### config.mk
export PLATFORM = sky130hd
export DESIGN_NAME = pmt_mul
export DESIGN_NICKNAME = d
export VERILOG_FILES = /design/src/pmt_mul.sv
export SDC_FILE = /design/constraint.sdc
export NUM_CORES = 2
export LEC_CHECK = 0
export BUFFER_PORTS_ARGS = -buffer_cell sky130_fd_sc_hd__clkbuf_2
export CORE_UTILIZATION = 40
export DETAILED_ROUTE_END_ITERATION = 6
export PLACE_DENSITY = 0.58
export SYNTH_ARGS = -nofsm -noshare
export SYNTH_HDL_FRONTEND = slang
export SYNTH_SLANG_ARGS = --single-unit
### constraint.sdc
create_clock -name i_clk -period 7.3 [get_ports i_clk]
set_input_delay 0 -clock i_clk [delete_from_list [all_inputs] [get_ports i_clk]]
set_output_delay 0 -clock i_clk [all_outputs]
set_load 0.1 [all_outputs]
### src/pmt_mul.sv
// ----------------------------------------------------------------------------
// Pipelined signed multiplier
// Multiplies by one digit of the second operand per register stage.
// ----------------------------------------------------------------------------
module pmt_mul #(
    parameter int WA     = 32,
    parameter int WB     = 32,
    parameter int STAGES = 2
) (
    input  logic                    i_clk,
    input  logic                    i_rst_n,
    input  logic                    i_vld,
    input  logic signed [WA-1:0]    i_a,
    input  logic signed [WB-1:0]    i_b,
    output logic                    o_vld,
    output logic signed [WA+WB-1:0] o_p
);
    localparam int D   = (WB + STAGES - 1) / STAGES;
    localparam int WBX = D * STAGES;
    localparam int WP  = WA + WB;

    logic signed [WBX-1:0] bx;
    logic signed [WA-1:0]  r_a   [STAGES];
    logic signed [WBX-1:0] r_b   [STAGES];
    logic signed [WP-1:0]  r_acc [STAGES];
    logic                  r_vld [STAGES];

    assign bx = WBX'(i_b);

    for (genvar k = 0; k < STAGES; k++) begin : g_st
        logic signed [WA-1:0]  a_in;
        logic signed [WBX-1:0] b_in;
        logic signed [WP-1:0]  acc_in;
        logic                  vld_in;
        logic [D-1:0]          dig;
        logic signed [WA+D:0]  pp;
        logic signed [WP-1:0]  n_acc;

        if (k == 0) begin : g_first
            assign a_in   = i_a;
            assign b_in   = bx;
            assign acc_in = '0;
            assign vld_in = i_vld;
        end else begin : g_next
            assign a_in   = r_a[k-1];
            assign b_in   = r_b[k-1];
            assign acc_in = r_acc[k-1];
            assign vld_in = r_vld[k-1];
        end

        assign dig = b_in[k*D +: D];

        // The top digit carries the sign of the second operand.
        if (k == STAGES - 1) begin : g_top
            assign pp = a_in * $signed({dig[D-1], dig});
        end else begin : g_low
            assign pp = a_in * $signed({1'b0, dig});
        end

        assign n_acc = acc_in + (WP'(pp) <<< (k * D));

        always_ff @(posedge i_clk) begin
            if (!i_rst_n) begin
                r_vld[k] <= 1'b0;
            end else begin
                r_vld[k] <= vld_in;
            end
        end

        always_ff @(posedge i_clk) begin
            r_a[k]   <= a_in;
            r_b[k]   <= b_in;
            r_acc[k] <= n_acc;
        end
    end

    assign o_vld = r_vld[STAGES-1];
    assign o_p   = r_acc[STAGES-1];

endmodule

==> run_results.csv <==
group,metric,value,unit
clocking,cts_tree,"yes",
sta,final.setup.worst_slack,-406,ps
setup_path,critical_path_class,"flip-flop to flip-flop",
cells_and_area,nFillCells,9627,
yosys,syn_area_per_cell,9.09,um^2
global_route,use_met3,3.52,%
place,placedCellCount,6258,
cells_and_area,synthToLayoutAreaGrowth,19.3,%
clocking,clk_latency,520,ps
die,core,102000,um^2
routing,drc,0,
setup_path,r2r-start,"r_b[0][20]",
die,chipHeight,323,um
global_route,use_met1,31.5,%
die,die-area,104000,um^2
routing,wl,112,mm
setup_path,cp-end-kind,"flip-flop",
yosys,ys_async_sr_fraction,0,%
global_route,grt_pass1_vias,33600,
yosys,ys_types,65,
clocking,cts.clk_slew.worst_paths,100,ps
cells_and_area,drive_above_1_share,17.4,%
global_route,antenna_found_initial,6,
routing,firstDrtPassIters,5,
place,port_buffers,131,
place,dp_hpwl,94.0,mm
sta,fmax,130,MHz
setup_path,crit_family,"adder cells",
global_route,top_usage_layer,"met2",
yosys,syn_area,41200,um^2
yosys,yosysWarnings,0,
yosys,synth_edf_count,0,
die,rows,117,
clocking,cts_root_buf,"clkbuf_16",
yosys,postSynthCellCount,4529,
yosys,seq_area_frac_synth,7.92,%
routing,viasPerCell,4.83,
clocking,cts_buffer_depth,2,
die,start_util,40.4,%
yosys,syn_nets,5853,
sta,tightest_slew,837,ps
sta,post-route-period-util,106,%
run_status,violations,"setup timing",
global_route,grt_pass1_wl,182,mm
sta,finalHoldViolations,0,
cells_and_area,stdcell_count,6395,
routing,post_drt_wl_per_cell,17.5,um
sta,slew_viol_final,0,
global_route,overflow,0,
routing,detail-route-antenna-nets,0,
sta,max_slew_margin,44.1,%
setup_path,critical_path.max_fanout,6,
yosys,ys_ff_latch,163,
setup_path,cpMaxStageDelayCell,"fa_1",
global_route,use_met2,36.2,%
setup_path,required,7740,ps
setup_path,reg2reg_to,"r_acc[0][119]",
routing,first_iter_violations,1692,
sta,final.min_clock_period,7710,ps
place,gp_congestion,0.890,
setup_path,path_buf_inv,6,
setup_path,crit_arrival,8140,ps
clocking,cts_buffers,17,
setup_path,reg2reg_slack,-410,ps
hold_path,hp-start,"i_a[21]",
hold_path,min_to,"r_a[0][21]",
sta,rsz0062_at_grt,"true",
hold_path,hold_path_class,"input pin to flip-flop",
die,ios,132,
setup_path,reg2reg_depth,33,
run_status,status,"complete, but fails checks",
setup_path,path_common_cell,"fa_1",
setup_path,cp_slowest_stage_delay,540,ps
hold_path,hold_depth,2,
global_route,grt_max_degree,33,
sta,setup_viol,18,
sta,fin_skew,27.3,ps
yosys,ys.flop_type,"dfxtp_1",
setup_path,startpoint_type,"flip-flop",
clocking,cts_sinks,163,
cells_and_area,final_nets,6336,
cells_and_area,post-route-util,48.2,%
global_route,grt.total_usage,22.5,%
die,die_w,323,um
routing,num_vias,30900,
run,maxCapViolations,0,
clocking,htree_levels,4,
area by class of cell:
| class | count | area (um^2) | share of cell area, % |
|---|---|---|---|
| Multi-Input combinational cell | 3073 | 34200 | 69.7 |
| Timing Repair Buffer | 633 | 5000 | 10.2 |
| Inverter | 1124 | 4220 | 8.59 |
| Sequential cell | 163 | 3340 | 6.80 |
| Tap cell | 1368 | 1710 | 3.48 |
| Clock buffer | 17 | 425 | 0.866 |
| Clock inverter | 15 | 196 | 0.400 |
| Antenna cell | 2 | 5.00 | 0.0102 |
Yosys cell counts (all sizes together), types with 6 or more instances:
cell type / instances / area [um^2]
o21a: 26 / 196
o21bai: 24 / 180
o211ai: 10 / 75.1
nand2: 646 / 2420
a21o: 70 / 526
a211oi: 13 / 110
nand3: 20 / 105
o31ai: 8 / 60.1
xor2: 36 / 315
or2: 6 / 37.5
nand4: 16 / 100
ha: 281 / 3520
nor2: 83 / 312
xnor2: 105 / 920
and3: 13 / 81.3
a31oi: 12 / 81.3
fa: 976 / 19500
o21ai: 61 / 309
nand2b: 28 / 175
a21oi: 126 / 631
nor2b: 14 / 87.6
a211o: 6 / 52.6
nor3: 14 / 70.1
clkbuf: 169 / 634
inv: 1124 / 4220
dfxtp: 163 / 3260
and2: 410 / 2560
per-layer routing:
metal | part of all wire [%] | wire length (um)
met2 | 46 | 51800
met1 | 46 | 51000
met5 | 0.011 | 12
met4 | 2.5 | 2770
met3 | 5.4 | 6050
worst register-to-register path: cells and delay by family (launching register included):
kind | cells | cell delay [ps]
xor+xnor | 2 | 280
simple gates | 5 | 940
fa+ha+maj | 8 | 3480
compound gates | 12 | 2090
buf+inv | 6 | 440
flops | 1 | 360
state kept, by name (all words and copies together) (netlist names):
register	cells
r_acc	113
r_vld	2
r_a	32
r_b	16
cells in the final DEF, fill, tap and decap left out, types with 49 or more instances in the layout:
cell type,instances
inv_1,1107
buf_4,393
nand2_1,635
and2_1,397
nor2_1,72
dlygate4sd3_1,49
a21o_1,70
ha_1,261
fa_1,962
clkbuf_2,131
a21oi_1,86
dfxtp_1,126
xnor2_1,91
through the flow:
stage	hold slack [ps]	instance area (um^2)	setup WS [ps]	setup TNS, ps
2_1_floorplan	27.7	41400	-6.29	-6.29
3_3_place_gp	103	46300	-706	-9950
3_5_place_dp	104	46300	-802	-11880
4_1_cts	0.568	48200	-461	-5430
5_1_grt	26.4	49100	-762	-10630
6_report	45.6	49100	-406	-4310
cell families (layout without fill, tap and decap cells):
family	after synthesis	after routing	synth area share, %
buffers and inverters	1293	1789	11.8
multiplexers	1	1	0.0243
AO/OA/AOI/OAI	404	404	6.47
other	0	2	0
adder cells (fa/ha/maj)	1257	1257	56.0
flip-flops	163	163	7.92
AND/OR/NAND/NOR	1270	1270	14.8
XOR/XNOR	141	141	3.00
worst max-delay path by stage:
stage          startpoint       endpoint  cells after the start
2_1_floorplan   r_a[0][6]  r_acc[0][119]                     34
3_3_place_gp   r_b[0][17]  r_acc[0][127]                     37
3_5_place_dp   r_b[0][17]  r_acc[0][124]                     34
4_1_cts        r_b[0][30]  r_acc[0][119]                     31
5_1_grt        r_b[0][20]  r_acc[0][125]                     35
6_report       r_b[0][20]  r_acc[0][119]                     33
repair_timing:
| item | in CTS | in global routing |
|---|---|---|
| hold buffers | 49 | 0 |
| setup endpoints to repair | 27 | 29 |
| gates cloned | 2 | 1 |
| endpoints found under the hold margin | 48 | 0 |
| resized for setup | 148 | 198 |
| setup buffers | 33 | 34 |
| pin swaps | 81 | 102 |
Power is not shown: default switching activity piles up to over one toggle a cycle in this logic, so the estimate is an artifact.
